===== src/hdl/cbd_pkg.sv =====
// ----------------------------------------------------------------------------
// cbd_pkg
// shared types, phase encoding, error codes and byte constants for the
// chunked body decoder
// ----------------------------------------------------------------------------
package cbd_pkg;

    localparam int IN_DATA_W  = 8;
    localparam int OUT_DATA_W = 48;
    localparam int COUNT_W    = 32;

    localparam logic [7:0] CH_CR = 8'h0D;
    localparam logic [7:0] CH_LF = 8'h0A;
    localparam logic [7:0] CH_LX = 8'h78;
    localparam logic [7:0] CH_UX = 8'h58;

    localparam logic [4:0] HEX_NONE = 5'd16;

    typedef enum logic [2:0] {
        PH_LINE_START,
        PH_LINE,
        PH_DATA,
        PH_WANT_CR,
        PH_WANT_LF,
        PH_DONE,
        PH_ERROR
    } t_phase;

    typedef enum logic [2:0] {
        ERR_NONE,
        ERR_NOT_HEX,
        ERR_PREFIX,
        ERR_OVERFLOW,
        ERR_CRLF
    } t_err;

    typedef struct packed {
        logic               payload_valid;
        logic [7:0]         payload_byte;
        logic               body_done;
        logic [2:0]         error_code;
        logic [COUNT_W-1:0] total_payload;
    } t_result;

    // digit value 0..15, or HEX_NONE when the byte is not a hex digit
    function automatic logic [4:0] hex_value(input logic [7:0] b);
        logic [4:0] v;
        v = HEX_NONE;
        if (b >= 8'h30 && b <= 8'h39) begin
            v = 5'(b - 8'h30);
        end else if (b >= 8'h61 && b <= 8'h66) begin
            v = 5'(b - 8'h57);
        end else if (b >= 8'h41 && b <= 8'h46) begin
            v = 5'(b - 8'h37);
        end
        return v;
    endfunction

endpackage


===== src/hdl/chunked_body_decoder.sv =====
// ----------------------------------------------------------------------------
// chunked_body_decoder
// decodes a chunked http message body one byte per word, passing chunk data
// through with end, error and running count on every result word
//
// channel   dir  tdata                                   tuser
// s_axis    in   [7:0] data_byte                         [0] cmd
// m_axis    out  [7:0] payload_byte, [8] body_done,      [0] payload_valid
//                [11:9] error_code, [43:12] total_payload
//
// one word per cycle sustained while m_axis_tready holds, one result word per input word
// an accepted input word goes into the input register, then the decode step
// writes its result word into the result register
// reset is synchronous and active low and clears the decoder state
// a stalled result word holds, the input register takes one more word and
// then the input stalls until the result word is taken
// ----------------------------------------------------------------------------
module chunked_body_decoder
    import cbd_pkg::*;
#(
    parameter int SIZE_BITS = 32
) (
    input  logic                  i_clk,
    input  logic                  i_rst_n,
    input  logic                  s_axis_tvalid,
    output logic                  s_axis_tready,
    input  logic [IN_DATA_W-1:0]  s_axis_tdata,   // [7:0] data_byte
    input  logic                  s_axis_tuser,   // [0] cmd
    output logic                  m_axis_tvalid,
    input  logic                  m_axis_tready,
    output logic [OUT_DATA_W-1:0] m_axis_tdata,   // payload_byte, body_done, error_code, total_payload
    output logic                  m_axis_tuser    // [0] payload_valid
);

    logic       r_in_valid;
    logic       r_in_cmd;
    logic [7:0] r_in_byte;
    logic       r_out_valid;
    t_result    r_res;
    t_result    core_res;
    logic       step;

    assign step          = r_in_valid && (!r_out_valid || m_axis_tready);
    assign s_axis_tready = !r_in_valid || step;

    cbd_core #(
        .SIZE_BITS (SIZE_BITS)
    ) u_core (
        .i_clk   (i_clk),
        .i_rst_n (i_rst_n),
        .i_step  (step),
        .i_cmd   (r_in_cmd),
        .i_byte  (r_in_byte),
        .o_res   (core_res)
    );

    always_ff @(posedge i_clk) begin
        if (!i_rst_n) begin
            r_in_valid <= 1'b0;
        end else if (s_axis_tready) begin
            r_in_valid <= s_axis_tvalid;
        end
    end

    always_ff @(posedge i_clk) begin
        if (s_axis_tready && s_axis_tvalid) begin
            r_in_cmd  <= s_axis_tuser;
            r_in_byte <= s_axis_tdata;
        end
    end

    always_ff @(posedge i_clk) begin
        if (!i_rst_n) begin
            r_out_valid <= 1'b0;
        end else if (step) begin
            r_out_valid <= 1'b1;
        end else if (m_axis_tready) begin
            r_out_valid <= 1'b0;
        end
    end

    always_ff @(posedge i_clk) begin
        if (step) begin
            r_res <= core_res;
        end
    end

    assign m_axis_tvalid = r_out_valid;
    assign m_axis_tuser  = r_res.payload_valid;
    assign m_axis_tdata  = {4'd0, r_res.total_payload, r_res.error_code,
                            r_res.body_done, r_res.payload_byte};

endmodule


===== src/hdl/cbd_core.sv =====
// ----------------------------------------------------------------------------
// cbd_core
// decoder state and the one-word step: size line parsing, data pass-through,
// crlf checks, held end and error, saturating payload count
// ----------------------------------------------------------------------------
module cbd_core
    import cbd_pkg::*;
#(
    parameter int SIZE_BITS = 32
) (
    input  logic       i_clk,
    input  logic       i_rst_n,
    input  logic       i_step,
    input  logic       i_cmd,
    input  logic [7:0] i_byte,
    output t_result    o_res
);

    t_phase               r_phase, n_phase;
    logic [SIZE_BITS-1:0] r_size_accum, n_size_accum;
    logic [SIZE_BITS-1:0] r_bytes_left, n_bytes_left;
    logic                 r_prev_cr, n_prev_cr;
    logic                 r_digits_open, n_digits_open;
    logic [1:0]           r_line_index, n_line_index;
    logic [COUNT_W-1:0]   r_payload_count, n_payload_count;
    t_err                 r_held_error, n_held_error;

    logic [4:0] hex_v;
    logic       is_hex;
    logic       pass_valid;

    assign hex_v  = hex_value(i_byte);
    assign is_hex = (hex_v != HEX_NONE);

    always_comb begin
        n_phase         = r_phase;
        n_size_accum    = r_size_accum;
        n_bytes_left    = r_bytes_left;
        n_prev_cr       = r_prev_cr;
        n_digits_open   = r_digits_open;
        n_line_index    = r_line_index;
        n_payload_count = r_payload_count;
        n_held_error    = r_held_error;
        pass_valid      = 1'b0;

        if (i_cmd) begin
            n_phase         = PH_LINE_START;
            n_size_accum    = '0;
            n_bytes_left    = '0;
            n_prev_cr       = 1'b0;
            n_digits_open   = 1'b1;
            n_line_index    = '0;
            n_payload_count = '0;
            n_held_error    = ERR_NONE;
        end else begin
            case (r_phase)
                PH_LINE_START, PH_LINE: begin
                    if (r_line_index == 2'd0 && !is_hex) begin
                        n_held_error = ERR_NOT_HEX;
                        n_phase      = PH_ERROR;
                    end else if (r_line_index == 2'd1 && r_size_accum == '0 &&
                                 r_digits_open && (i_byte == CH_LX || i_byte == CH_UX)) begin
                        n_held_error = ERR_PREFIX;
                        n_phase      = PH_ERROR;
                    end else if (r_digits_open && is_hex &&
                                 r_size_accum[SIZE_BITS-1 -: 4] != 4'd0) begin
                        n_held_error = ERR_OVERFLOW;
                        n_phase      = PH_ERROR;
                    end else begin
                        if (r_digits_open) begin
                            if (is_hex) begin
                                n_size_accum = {r_size_accum[SIZE_BITS-5:0], hex_v[3:0]};
                            end else begin
                                n_digits_open = 1'b0;
                            end
                        end
                        if (r_line_index != 2'd2) begin
                            n_line_index = r_line_index + 2'd1;
                        end
                        n_phase = PH_LINE;
                        if (i_byte == CH_LF && r_prev_cr) begin
                            if (n_size_accum == '0) begin
                                n_phase = PH_DONE;
                            end else begin
                                n_bytes_left = n_size_accum;
                                n_phase      = PH_DATA;
                            end
                        end else begin
                            n_prev_cr = (i_byte == CH_CR);
                        end
                    end
                end
                PH_DATA: begin
                    pass_valid = 1'b1;
                    if (r_payload_count != '1) begin
                        n_payload_count = r_payload_count + COUNT_W'(1);
                    end
                    if (r_bytes_left != '0) begin
                        n_bytes_left = r_bytes_left - SIZE_BITS'(1);
                    end
                    if (n_bytes_left == '0) begin
                        n_phase = PH_WANT_CR;
                    end
                end
                PH_WANT_CR: begin
                    if (i_byte == CH_CR) begin
                        n_phase = PH_WANT_LF;
                    end else begin
                        n_held_error = ERR_CRLF;
                        n_phase      = PH_ERROR;
                    end
                end
                PH_WANT_LF: begin
                    if (i_byte == CH_LF) begin
                        n_phase       = PH_LINE_START;
                        n_size_accum  = '0;
                        n_prev_cr     = 1'b0;
                        n_digits_open = 1'b1;
                        n_line_index  = '0;
                    end else begin
                        n_held_error = ERR_CRLF;
                        n_phase      = PH_ERROR;
                    end
                end
                default: begin
                end
            endcase
        end
    end

    always_comb begin
        o_res.payload_valid = pass_valid;
        o_res.payload_byte  = pass_valid ? i_byte : 8'd0;
        o_res.body_done     = (n_phase == PH_DONE);
        o_res.error_code    = n_held_error;
        o_res.total_payload = n_payload_count;
    end

    always_ff @(posedge i_clk) begin
        if (!i_rst_n) begin
            r_phase         <= PH_LINE_START;
            r_size_accum    <= '0;
            r_bytes_left    <= '0;
            r_prev_cr       <= 1'b0;
            r_digits_open   <= 1'b1;
            r_line_index    <= '0;
            r_payload_count <= '0;
            r_held_error    <= ERR_NONE;
        end else if (i_step) begin
            r_phase         <= n_phase;
            r_size_accum    <= n_size_accum;
            r_bytes_left    <= n_bytes_left;
            r_prev_cr       <= n_prev_cr;
            r_digits_open   <= n_digits_open;
            r_line_index    <= n_line_index;
            r_payload_count <= n_payload_count;
            r_held_error    <= n_held_error;
        end
    end

endmodule


===== config.mk =====
export PLATFORM = sky130hd
export DESIGN_NAME = chunked_body_decoder
export DESIGN_NICKNAME = d
export VERILOG_FILES = /design/src/hdl/cbd_pkg.sv /design/src/hdl/chunked_body_decoder.sv /design/src/hdl/cbd_core.sv
export SDC_FILE = /design/constraint.sdc
export NUM_CORES = 1
export LEC_CHECK = 0
export ABC_AREA = 0
export BUFFER_PORTS_ARGS = -buffer_cell sky130_fd_sc_hd__buf_2
export CORE_AREA = 2 2 124 126
export CTS_CLUSTER_DIAMETER = 30
export DETAILED_ROUTE_END_ITERATION = 10
export DIE_AREA = 0 0 126 128
export PLACE_DENSITY = 0.82
export SYNTH_ARGS = -nofsm -noshare
export SYNTH_HDL_FRONTEND = slang
export SYNTH_SLANG_ARGS = --single-unit

===== constraint.sdc =====
create_clock -name i_clk -period 4.6 [get_ports i_clk]
set_clock_uncertainty 0.05 [all_clocks]
set_input_delay 0.92 -clock i_clk [delete_from_list [all_inputs] [get_ports i_clk]]
set_output_delay 0.92 -clock i_clk [all_outputs]
set_load 0.05 [all_outputs]

==> results of run 1 <==
[per-stage QoR]
step / worst slack [ns] / utilization / std cells / hold slack, ns
global route: 0.736 / 0.664 / 1255 / 0.426
detailed placement: 1.02 / 0.621 / 1223 / 0.398
global placement: 1.13 / 0.621 / 1223 / 0.396
floorplan: 1.14 / - / 1031 / 0.381
CTS: 0.997 / 0.664 / 1255 / 0.412
finish: 0.905 / 0.664 / 1255 / 0.423
[metal layers]
metal / routed length (µm) / up-vias / track usage
li1: - / 3834 / -
met1: 9670 / 3866 / 0.370
met2: 10800 / 378 / 0.458
met3: 1610 / 60 / 0.0501
met4: 707 / 0 / 0.119
met5: 0 / - / 0
[cells by family after synthesis]
kind of cell,share of synthesized area
simple gates,0.251
fa+ha+maj,0.0141
mux,0.0158
other cells,0.000422
xor+xnor,0.0384
flops,0.426
compound gates,0.212
buf+inv,0.0429
[worst min-delay path: cells and delay by family, from the launching register on]
kind             cells  cell delay, ns
and+or+nand+nor      2            0.11
DFF                  1            0.32
[cells in the mapped netlist (3+ instances only)]
master	count
nor2_1	111
dfxtp_1	108
nand2_1	102
o21ai_0	59
a21oi_1	55
edfxtp_1	54
clkbuf_1	50
nand3_1	45
a22o_1	27
nor3_1	24
or3_1	24
xnor2_1	24
nor2b_1	21
nor4_1	21
a21boi_0	19
inv_1	15
xor2_1	15
mux2i_1	14
and2_1	13
nand4_1	13
a22oi_1	12
and3_1	12
a31oi_1	11
o211ai_1	11
ha_1	10
o31ai_1	10
a21boi_1	9
o22ai_1	9
buf_2	8
nand2b_1	8
buf_4	7
o21a_1	7
a211oi_1	6
or2_2	6
and4_1	5
nand3b_1	5
or4_1	5
a2111o_1	4
a311oi_1	3
buf_1	3
buf_6	3
nor3b_1	3
o32ai_1	3
o41ai_1	3
[layout make-up]
class / count / area (µm²) / area share
tap: 188 / 235 / 0.0238
clock buffer: 26 / 543 / 0.0550
inverter: 15 / 56.3 / 0.00571
clock inverter: 6 / 90.1 / 0.00913
timing repair buffer: 75 / 415 / 0.0421
sequential: 162 / 3780 / 0.384
multi-input combinational: 783 / 4740 / 0.481
[final timing paths]
| kind | start | endpoint | cells after the start |
|---|---|---|---|
| min | u_core.r_held_error[2]$_SDFFE_PN0P_ | u_core.r_held_error[2]$_SDFFE_PN0P_ | 2 |
| max | r_in_byte[0]$_DFFE_PP_ | u_core.r_bytes_left[14]$_SDFFE_PN0P_ | 12 |
| min reg2reg | u_core.r_held_error[2]$_SDFFE_PN0P_ | u_core.r_held_error[2]$_SDFFE_PN0P_ | 2 |
| max reg2reg | r_in_byte[0]$_DFFE_PP_ | u_core.r_bytes_left[14]$_SDFFE_PN0P_ | 12 |
[power by group through the flow]
stage               Combinational, mW  Sequential [mW]  Clock [mW]
floorplan                       0.226             1.62           0
global placement                0.365             1.56           0
detailed placement              0.368             1.57           0
CTS                             0.371             1.53        1.50
global route                    0.405             1.54        1.56
finish                          0.379             1.53        1.49
[sequential cells by signal, indices dropped and copies added (netlist names)]
| register | flops |
|---|---|
| m_axis_tdata | 44 |
| m_axis_tuser | 1 |
| m_axis_tvalid | 1 |
| r_in_byte | 8 |
| r_in_cmd | 1 |
| r_in_valid | 1 |
| u_core.r_bytes_left | 32 |
| u_core.r_digits_open | 1 |
| u_core.r_held_error | 3 |
| u_core.r_line_index | 2 |
| u_core.r_payload_count | 32 |
| u_core.r_phase | 3 |
| u_core.r_prev_cr | 1 |
| u_core.r_size_accum | 32 |
==> summary.txt, run 1 <==
Worst setup path
  • Startpoint Class: register
  • WP data arrival: 3.96 ns
  • Setup crit end kind: register
  • Critical path class: register to register
  • Crit path max-delay family: compound AO/OA/AOI/OAI gates
  • CP Buf/Inv Count: 3
  • CP peak stage delay: 0.46 ns
  • Crit path top cell by count: buf_4
  • Critical path, cell by cell: inv_1 > ha_1 > nor3b_1 > or4_4 > nand2_1 > buf_4 > o32a_1 > o311ai_2 > a21o_2 > buf_4 > a21oi_1 > a32o_1
  • Critical path data required time: 4.87 ns
  • CP max-delay cell: edfxtp_1
  • Worst R2R Setup Slack: 0.90 ns
  • Crit Path Max Fanout: 25

Power and ir drop
  • Logic pwr share: 0.111
  • Clock share of power: 0.438
  • Max IR drop VDD: 0.369 mV
  • Cell Pwr Density: 345 nW/µm²
  • Total power: 3.40 mW
  • Sequential share of power: 0.451
  • NetSw: 863 µW
  • Pint: 2.54 mW
  • Sw frac: 0.254
  • Leak: 3.61 nW

Synthesis
  • Yosys cell types: 82
  • Number of enable flip-flop cells after synthesis: 54
  • Post-synthesis register bit count: 162
  • Synth async-reset ratio: 0
  • Syn Std Cell Area: 8890 µm²
  • Leading area contributor after synthesis: dfxtp_1
  • Yosys warning total: 0
  • Yosys top cell area share: 0.243
  • Primary FF master, synth: dfxtp_1
  • Gate Count Post-Synth: 1028
  • Mean post-synth cell area: 8.65 µm²
  • Top post-synthesis cells by area: dfxtp_1 (24%), edfxtp_1 (18%), nor2_1 (4.7%)
  • Sequential cell area fraction in the yosys report: 0.426

Global routing
  • Overall Global Routing Usage: 0.281
  • First-pass GRT wire length: 36.9 mm
  • Largest net degree at the start of global routing: 58
  • Global route total overflow: 0
  • Initial antenna violation count: 0
  • Vias in the first global route: 7445

STA
  • Worst-margin pin slew: 1.12 ns
  • Tcrit/Tclk final: 0.803
  • Setup TNS Final: 0 ns
  • Hold Fails Final Rpt: 0
  • Period minus WS final: 3.70 ns
  • Slew Limit Headroom: 0.255
  • Setup Viol. Count Final: 0
  • Max Fclk: 0.271 GHz
  • Count of final max-slew check failures: 0
  • Unrepaired setup endpoints after global routing: no

CTS
  • CTS tree: built
  • Hold-fix buffers, CTS: 0
  • Deepest clock path buffer count: 2
  • Sinks on Clock Net: 162
  • Post-cts sizing count: 0
  • Reg clk slew, reported paths: 0.07 ns
  • Clock insertion delay at the later pin of the skew report: 0.43 ns
  • H-Tree Level Count: 4
  • Setup bufs post-CTS: 0
  • Root buffer cell: clkbuf_16
  • CTS Buf Count: 17

Cells and area
  • Commonest non-fill, non-tap cells in the layout: nor2_1 (110), dfxtp_1 (108), nand2_1 (102)
  • Fillers: 1187
  • Inserted Diodes: 0
  • Synthesis-to-finish area growth: 11.0%
  • Post-route cell area: 9870 µm²
  • Share of layout cells above drive strength 1: 0.119
  • NumNets Final: 1077
  • Commonest non-fill, non-tap cell in the layout: nor2_1

Floorplanning
  • Full die area: 16100 µm²
  • Core Footprint: 14900 µm²
  • # IOs: 64
  • Starting Density: 0.598
  • Die Wd: 126 µm
  • Die height: 128 µm
  • # rows: 45

Route
  • Vias: 8138
  • Drt first pass iters: 6
  • Drt wl/cell: 18.2 µm
  • Drt via density: 6.48
  • Post-route DRC: 0
  • Final WL: 22.8 mm
  • Number of DRC markers in iteration 0: 1193
  • Routed Antenna Nets: 0

Status
  • Status: complete, no violations

Placed design
  • Global placement routability congestion: 0.946
  • Placed instance area: 9230 µm²
  • Hpwl dp: 15.0 mm
  • Port Buf Inserts: 59

Worst hold path
  • Hold crit path type: register to register

Job
  • Maxcap violations: 0
Power figures use the tool's default switching activity.
==> inputs of run 2 (changes only) <==
clock period = 3.4 ns   (was 4.6 ns; I/O delays follow)
==> run 2 against run 1 <==
Compared with the run above:
- flip-flop and latch count is the same
- highest routed layer unchanged
- sequential power increased by 35%
- power is 34% higher
- final area is 2.4% higher
==> summary.txt, run 2 (synthesis results as in run 1) <==
Status
  • Status: complete, no violations

Worst setup path
  • Critical path class: register to register
  • Critical path data required time: 3.60 ns (-1.27 ns)
  • Crit Reg-Reg Startpoint: u_core.r_bytes_left[22]$_SDFFE_PN0P_
  • Crit Path Max Fanout: 9 (-64%)
  • Worst R2R Setup Slack: 0.15 ns (-0.76 ns)
  • Reg2Reg Depth: 8 (-4)
  • Setup crit start: u_core.r_bytes_left[22]$_SDFFE_PN0P_
  • Setup crit end kind: register
  • WP data arrival: 3.45 ns (-0.51 ns)
  • CP Capture Point: m_axis_tdata[8]$_DFFE_PP_
  • Worst reg2reg endpoint: m_axis_tdata[8]$_DFFE_PP_
  • Startpoint Class: register

Floorplanning
  • # IOs: 64 (unchanged)
  • # rows: 45 (unchanged)
  • Die height: 128 µm (unchanged)
  • Starting Density: 0.598 (unchanged)
  • Die Wd: 126 µm (unchanged)
  • Core Footprint: 14900 µm² (unchanged)
  • Full die area: 16100 µm² (unchanged)

Route
  • Drt wl/cell: 17.7 µm (-2.3%)
  • Post-route DRC: 0 (unchanged)
  • Final WL: 22.7 mm (-0.30%)
  • Drt via density: 6.30 (-2.9%)
  • Vias: 8069 (-0.85%)
  • Number of DRC markers in iteration 0: 977 (-18%)
  • Drt first pass iters: 6 (unchanged)
  • Routed Antenna Nets: 0 (unchanged)

Worst hold path
  • Hold crit path type: input pin to register

Power and ir drop
  • Leak: 3.73 nW (+3.5%)
  • Cell Pwr Density: 450 nW/µm² (+30%)
  • Max IR drop VDD: 0.365 mV (-1.1%)

Global routing
  • Initial antenna violation count: 0 (unchanged)
  • Global route total overflow: 0 (unchanged)
  • Met2 GRT Util: 0.454 (-0.00411)
  • Overall Global Routing Usage: 0.283 (+0.00187)
  • Largest net degree at the start of global routing: 63 (+8.6%)
  • Met3 Usage GRT: 0.0568 (+0.00668)
  • Vias in the first global route: 7324 (-1.6%)
  • First-pass GRT wire length: 36.9 mm (+0.21%)
  • Met1 GRT Util: 0.381 (+0.0116)
  • Gr busiest metal: met2

Cells and area
  • Post-route cell area: 10100 µm² (+2.4%)
  • NumNets Final: 1103 (+2.4%)
  • Synthesis-to-finish area growth: 13.7%
  • Commonest non-fill, non-tap cell in the layout: nor2_1
  • Fin util: 0.680 (+0.0162)
  • Max FFs per register: 44 (unchanged)
  • Inserted Diodes: 0 (unchanged)
  • Share of layout cells above drive strength 1: 0.147 (+0.0283)
  • Commonest non-fill, non-tap cells in the layout: nor2_1 (109), dfxtp_1 (108), nand2_1 (102)

CTS
  • Hold-fix buffers, CTS: 0 (unchanged)
  • Root buffer cell: clkbuf_16
  • Deepest clock path buffer count: 2 (unchanged)
  • CTS Buf Count: 17 (unchanged)
  • CTS tree: built
  • Sinks on Clock Net: 162 (unchanged)
  • Reg clk slew, reported paths: 0.07 ns (about the same)
  • Clock insertion delay at the later pin of the skew report: 0.44 ns (about the same)
  • H-Tree Level Count: 4 (unchanged)

Placed design
  • Hpwl dp: 15.1 mm (+0.33%)
  • Post-place setup slack: 0.0739 ns (-0.951 ns)
  • Placed instance area: 9440 µm² (+2.3%)
  • Global placement routability congestion: 0.953 (+0.77%)
  • Port Buf Inserts: 59 (unchanged)

STA
  • Tcrit/Tclk final: 0.956 (+0.153)
  • Setup Viol. Count Final: 0 (unchanged)
  • Count of final max-slew check failures: 0 (unchanged)
  • Max Fclk: 0.308 GHz (+14%)
  • Slew Limit Headroom: 0.531 (+0.276)
  • Setup TNS Final: 0 ns (unchanged)
  • Period minus WS final: 3.25 ns (-0.445 ns)
  • Hold Fails Final Rpt: 0 (unchanged)
  • Worst-margin pin slew: 0.703 ns (-0.415 ns)
  • WHS: 0.365 ns (-0.0575 ns)
  • Worst setup margin: 0.150 ns (-0.755 ns)

Job
  • Maxcap violations: 0 (unchanged)
-- run 2: area by class of cell --
class	instances	area, µm²
fill	1183	4760
timing repair buffer	101	648
multi-input combinational	783	4790
clock inverter	14	164
sequential	162	3780
clock buffer	18	429
inverter	15	56.3
tap	188	235
-- run 2: worst min path at each step --
stage	end	slack [ns]	cells after the start	from
floorplan	u_core.r_held_error[2]$_SDFFE_PN0P_	0.38	2	u_core.r_held_error[2]$_SDFFE_PN0P_
global placement	u_core.r_held_error[0]$_SDFFE_PN0P_	0.40	2	u_core.r_held_error[0]$_SDFFE_PN0P_
detailed placement	u_core.r_held_error[0]$_SDFFE_PN0P_	0.42	2	u_core.r_held_error[0]$_SDFFE_PN0P_
CTS	r_in_byte[7]$_DFFE_PP_	0.36	1	s_axis_tdata[7]
global route	r_in_byte[1]$_DFFE_PP_	0.35	1	s_axis_tdata[1]
finish	r_in_byte[7]$_DFFE_PP_	0.37	1	s_axis_tdata[7]
-- run 2: metal layers --
layer	routed length, µm	up-vias
met1	9870	3782
met4	493	0
li1	-	3883
met5	0	-
met3	1610	50
met2	10800	354
-- run 2: timing repair --
| action | in CTS | in global routing |
|---|---|---|
| buffers inserted | 0 | 3 |
| endpoints found under the setup margin | 0 | 57 |
| gates resized for setup | 0 | 9 |
-- run 2: report_power, final --
group          internal [mW]  switching (mW)  total (mW)
clock network           1.15           0.789        1.94
registers               2.04          0.0289        2.07
logic                  0.159           0.379       0.539
-- run 2: through the flow --
step,std cells,total power [mW]
finish,1281,4.55
global route,1281,4.69
CTS,1278,4.55
detailed placement,1246,2.63
global placement,1246,2.63
floorplan,1031,2.50
-- run 2: critical path, cell delays in order (launching register included) --
cell and delay (ns):
dfxtp_1 0.34, nor2_1 0.31, nand4_1 0.46, o41ai_1 0.61
o21ai_0 0.20, a2111o_1 0.37, nor4_1 0.21, nand4_1 0.20
a211oi_1 0.30
==> inputs of run 3 (changes only) <==
CTS_BUF_LIST = sky130_fd_sc_hd__clkbuf_16   (was default)
PLACE_DENSITY = 0.81   (was 0.82)
SYNTH_HIERARCHICAL = 1   (was default)
==> run 3 against run 2 <==
Compared with the run above:
- final area decreased by 1.4%
- register-to-register slack improved by 0.04 ns
- critical path depth up 3
- global-route usage is 1.8 points higher
- sequential power about the same
- combinational power decreased by 12%
- critical path type unchanged
- area after synthesis decreased by 0.82%
- flip-flop and latch count stayed put
- first-iteration DRC count up 9.0%
- maximum frequency up 1.2%
==> summary.txt, run 3 <==
Floorplanning
  • Die height: 128 µm (unchanged)
  • Full die area: 16100 µm² (unchanged)
  • Starting Density: 0.593 (-0.00488)
  • # rows: 45 (unchanged)
  • Die Wd: 126 µm (unchanged)
  • Core Footprint: 14900 µm² (unchanged)
  • # IOs: 64 (unchanged)

Worst setup path
  • Startpoint Class: register
  • Critical path data required time: 3.67 ns (+0.07 ns)
  • Setup crit start: r_in_byte[1]$_DFFE_PP_
  • Crit Reg-Reg Startpoint: r_in_byte[1]$_DFFE_PP_
  • Worst R2R Setup Slack: 0.19 ns (+0.04 ns)
  • Worst reg2reg endpoint: u_core/r_bytes_left[22]$_SDFFE_PN0P_
  • CP Capture Point: u_core/r_bytes_left[22]$_SDFFE_PN0P_
  • Setup crit end kind: register
  • Reg2Reg Depth: 11 (+3)
  • Critical path class: register to register
  • Crit Path Max Fanout: 32 (+23)
  • WP data arrival: 3.49 ns (+0.04 ns)

Cells and area
  • Max FFs per register: 44 (unchanged)
  • Share of layout cells above drive strength 1: 0.161 (+0.0137)
  • NumNets Final: 1078 (-2.3%)
  • Finished Layout Cells: 1256 (-2.0%)
  • Commonest non-fill, non-tap cell in the layout: nand2_1
  • Inserted Diodes: 0 (unchanged)
  • Post-route cell area: 9970 µm² (-1.4%)
  • Commonest non-fill, non-tap cells in the layout: nand2_1 (118), dfxtp_1 (108), nor2_1 (94)
  • Synthesis-to-finish area growth: 13.0%
  • Fin util: 0.670 (-0.00943)

Global routing
  • Overall Global Routing Usage: 0.301 (+0.0181)
  • Vias in the first global route: 7466 (+1.9%)
  • Global route total overflow: 0 (unchanged)
  • Largest net degree at the start of global routing: 58 (-7.9%)
  • Initial antenna violation count: 0 (unchanged)
  • First-pass GRT wire length: 38.7 mm (+4.6%)

Route
  • Drt wl/cell: 19.4 µm (+9.3%)
  • Drt first pass iters: 5 (-1)
  • Vias: 8342 (+3.4%)
  • Post-route DRC: 0 (unchanged)
  • Number of DRC markers in iteration 0: 1065 (+9.0%)
  • Routed Antenna Nets: 0 (unchanged)
  • Final WL: 24.4 mm (+7.2%)
  • Drt via density: 6.64 (+5.4%)

Status
  • Status: complete, no violations

CTS
  • Clock insertion delay at the later pin of the skew report: 0.43 ns (about the same)
  • CTS Buf Count: 17 (unchanged)
  • Hold-fix buffers, CTS: 0 (unchanged)
  • Sinks on Clock Net: 162 (unchanged)
  • Deepest clock path buffer count: 2 (unchanged)
  • H-Tree Level Count: 4 (unchanged)
  • Root buffer cell: clkbuf_16
  • Reg clk slew, reported paths: 0.06 ns (about the same)
  • CTS tree: built

STA
  • Setup TNS Final: 0 ns (unchanged)
  • Worst-margin pin slew: 0.799 ns (+0.0965 ns)
  • Max Fclk: 0.311 GHz (+1.2%)
  • Count of final max-slew check failures: 0 (unchanged)
  • Unrepaired setup endpoints after global routing: no
  • WHS: 0.370 ns (+0.00444 ns)
  • Tcrit/Tclk final: 0.944 (-0.0116)
  • Hold Fails Final Rpt: 0 (unchanged)
  • Period minus WS final: 3.21 ns (-0.0395 ns)
  • Slew Limit Headroom: 0.463 (-0.0679)
  • Setup Viol. Count Final: 0 (unchanged)

Synthesis
  • Primary FF master, synth: dfxtp_1
  • Leading area contributor after synthesis: dfxtp_1
  • Top-count cell post-synth: nand2_1
  • Simple-Gate Fraction of Synth Area: 0.235 (-0.0160)
  • Top post-synthesis cells by area: dfxtp_1 (25%), edfxtp_1 (18%), nand2_1 (5.0%)
  • Synth cell count leaders: nand2_1 (118), dfxtp_1 (108), nor2_1 (95)
  • Mux share of post-synthesis cell area: 0.0298 (+0.0140)
  • Area share of fa/ha/maj cells after synthesis: 0.0142 (+0.000116)
  • Yosys top cell area share: 0.245 (+0.00200)
  • Largest family of logic cells by synthesized area: simple AND/OR/NAND/NOR gates
  • Post-synthesis register bit count: 162 (unchanged)
  • Number of enable flip-flop cells after synthesis: 54 (unchanged)
  • Gate Count Post-Synth: 998 (-2.9%)
  • Mean post-synth cell area: 8.83 µm² (+2.2%)
  • Compound-Gate Fraction of Synth Area: 0.209 (-0.00266)
  • Sequential cell area fraction in the yosys report: 0.429 (+0.00350)
  • Yosys warning total: 6 (+6)
  • Xor and xnor area share after synthesis: 0.0378 (-0.000677)
  • Yosys cell types: 84 (+2.4%)
  • Syn Std Cell Area: 8820 µm² (-0.82%)
  • Synth async-reset ratio: 0 (unchanged)

Power and ir drop
  • Max IR drop VDD: 0.352 mV (-3.4%)
  • Leak: 3.85 nW (+3.2%)
  • Cell Pwr Density: 445 nW/µm² (-1.0%)

Worst hold path
  • Hold crit path type: input pin to register

Placed design
  • Port Buf Inserts: 59 (unchanged)
  • Placed cells: 1224 (-1.8%)
  • Placed instance area: 9380 µm² (-0.70%)
  • Global placement routability congestion: 0.945 (-0.91%)
  • Hpwl dp: 16.8 mm (+11%)

Job
  • Maxcap violations: 0 (unchanged)
-- run 3: worst min-delay path by stage --
stage,startpoint,depth (start not counted),to
floorplan,u_core/r_bytes_left[31]$_SDFFE_PN0P_,2,u_core/r_bytes_left[31]$_SDFFE_PN0P_
global placement,u_core/r_held_error[0]$_SDFFE_PN0P_,2,u_core/r_held_error[0]$_SDFFE_PN0P_
detailed placement,u_core/r_size_accum[30]$_SDFFE_PN0P_,1,u_core/r_size_accum[30]$_SDFFE_PN0P_
CTS,s_axis_tdata[5],1,r_in_byte[5]$_DFFE_PP_
global route,s_axis_tdata[7],1,r_in_byte[7]$_DFFE_PP_
finish,s_axis_tdata[1],1,r_in_byte[1]$_DFFE_PP_
-- run 3: routing by layer --
| metal | vias up | track usage | part of all wire |
|---|---|---|---|
| li1 | 3830 | - | - |
| met4 | 0 | 0.122 | 0.032 |
| met1 | 3950 | 0.395 | 0.41 |
| met5 | - | 0 | 0 |
| met2 | 491 | 0.493 | 0.47 |
| met3 | 71 | 0.0551 | 0.088 |
-- run 3: repair_timing --
item	CTS	global route
endpoints found under the hold margin	0	0
endpoints found under the setup margin	0	30
resized for setup	0	3
setup buffers	0	0
-- run 3: logic make-up (layout without fill, tap and decap cells) --
group	count (synthesis)	in the layout
compound gates	274	274
xor+xnor	38	38
fa+ha+maj	10	10
buf+inv	86	153
flops	162	162
mux	26	26
other cells	1	4
simple gates	401	401
-- run 3: worst max-delay path, stage by stage (launching register included) --
cell and delay [ns]:
edfxtp_1 0.45, inv_2 0.13, ha_1 0.18, or3b_4 0.40
and4_1 0.24, or4_1 0.47, o31a_1 0.14, or2_1 0.30
o21a_1 0.19, buf_4 0.24, a41oi_1 0.23, nor2_1 0.07
-- run 3: through the flow --
step | worst slack, ns | power [mW]
floorplan | 0.436 | 2.44
global placement | 0.259 | 2.56
detailed placement | 0.174 | 2.57
CTS | 0.156 | 4.44
global route | 0.0103 | 4.57
finish | 0.189 | 4.44
-- run 3: cell type report --
cell class / instances / area, µm²
Clock buffer: 17 / 425
Clock inverter: 15 / 159
Fill cell: 1212 / 4900
Inverter: 23 / 86.3
Multi-Input combinational cell: 753 / 4680
Sequential cell: 162 / 3780
Tap cell: 188 / 235
Timing Repair Buffer: 98 / 601
-- run 3: where the power goes --
part	leakage, nW	internal [mW]	switching, mW
registers	1.38	2.04	0.0284
clock network	0.277	1.09	0.812
logic	2.20	0.129	0.346
total	3.85	3.25	1.19
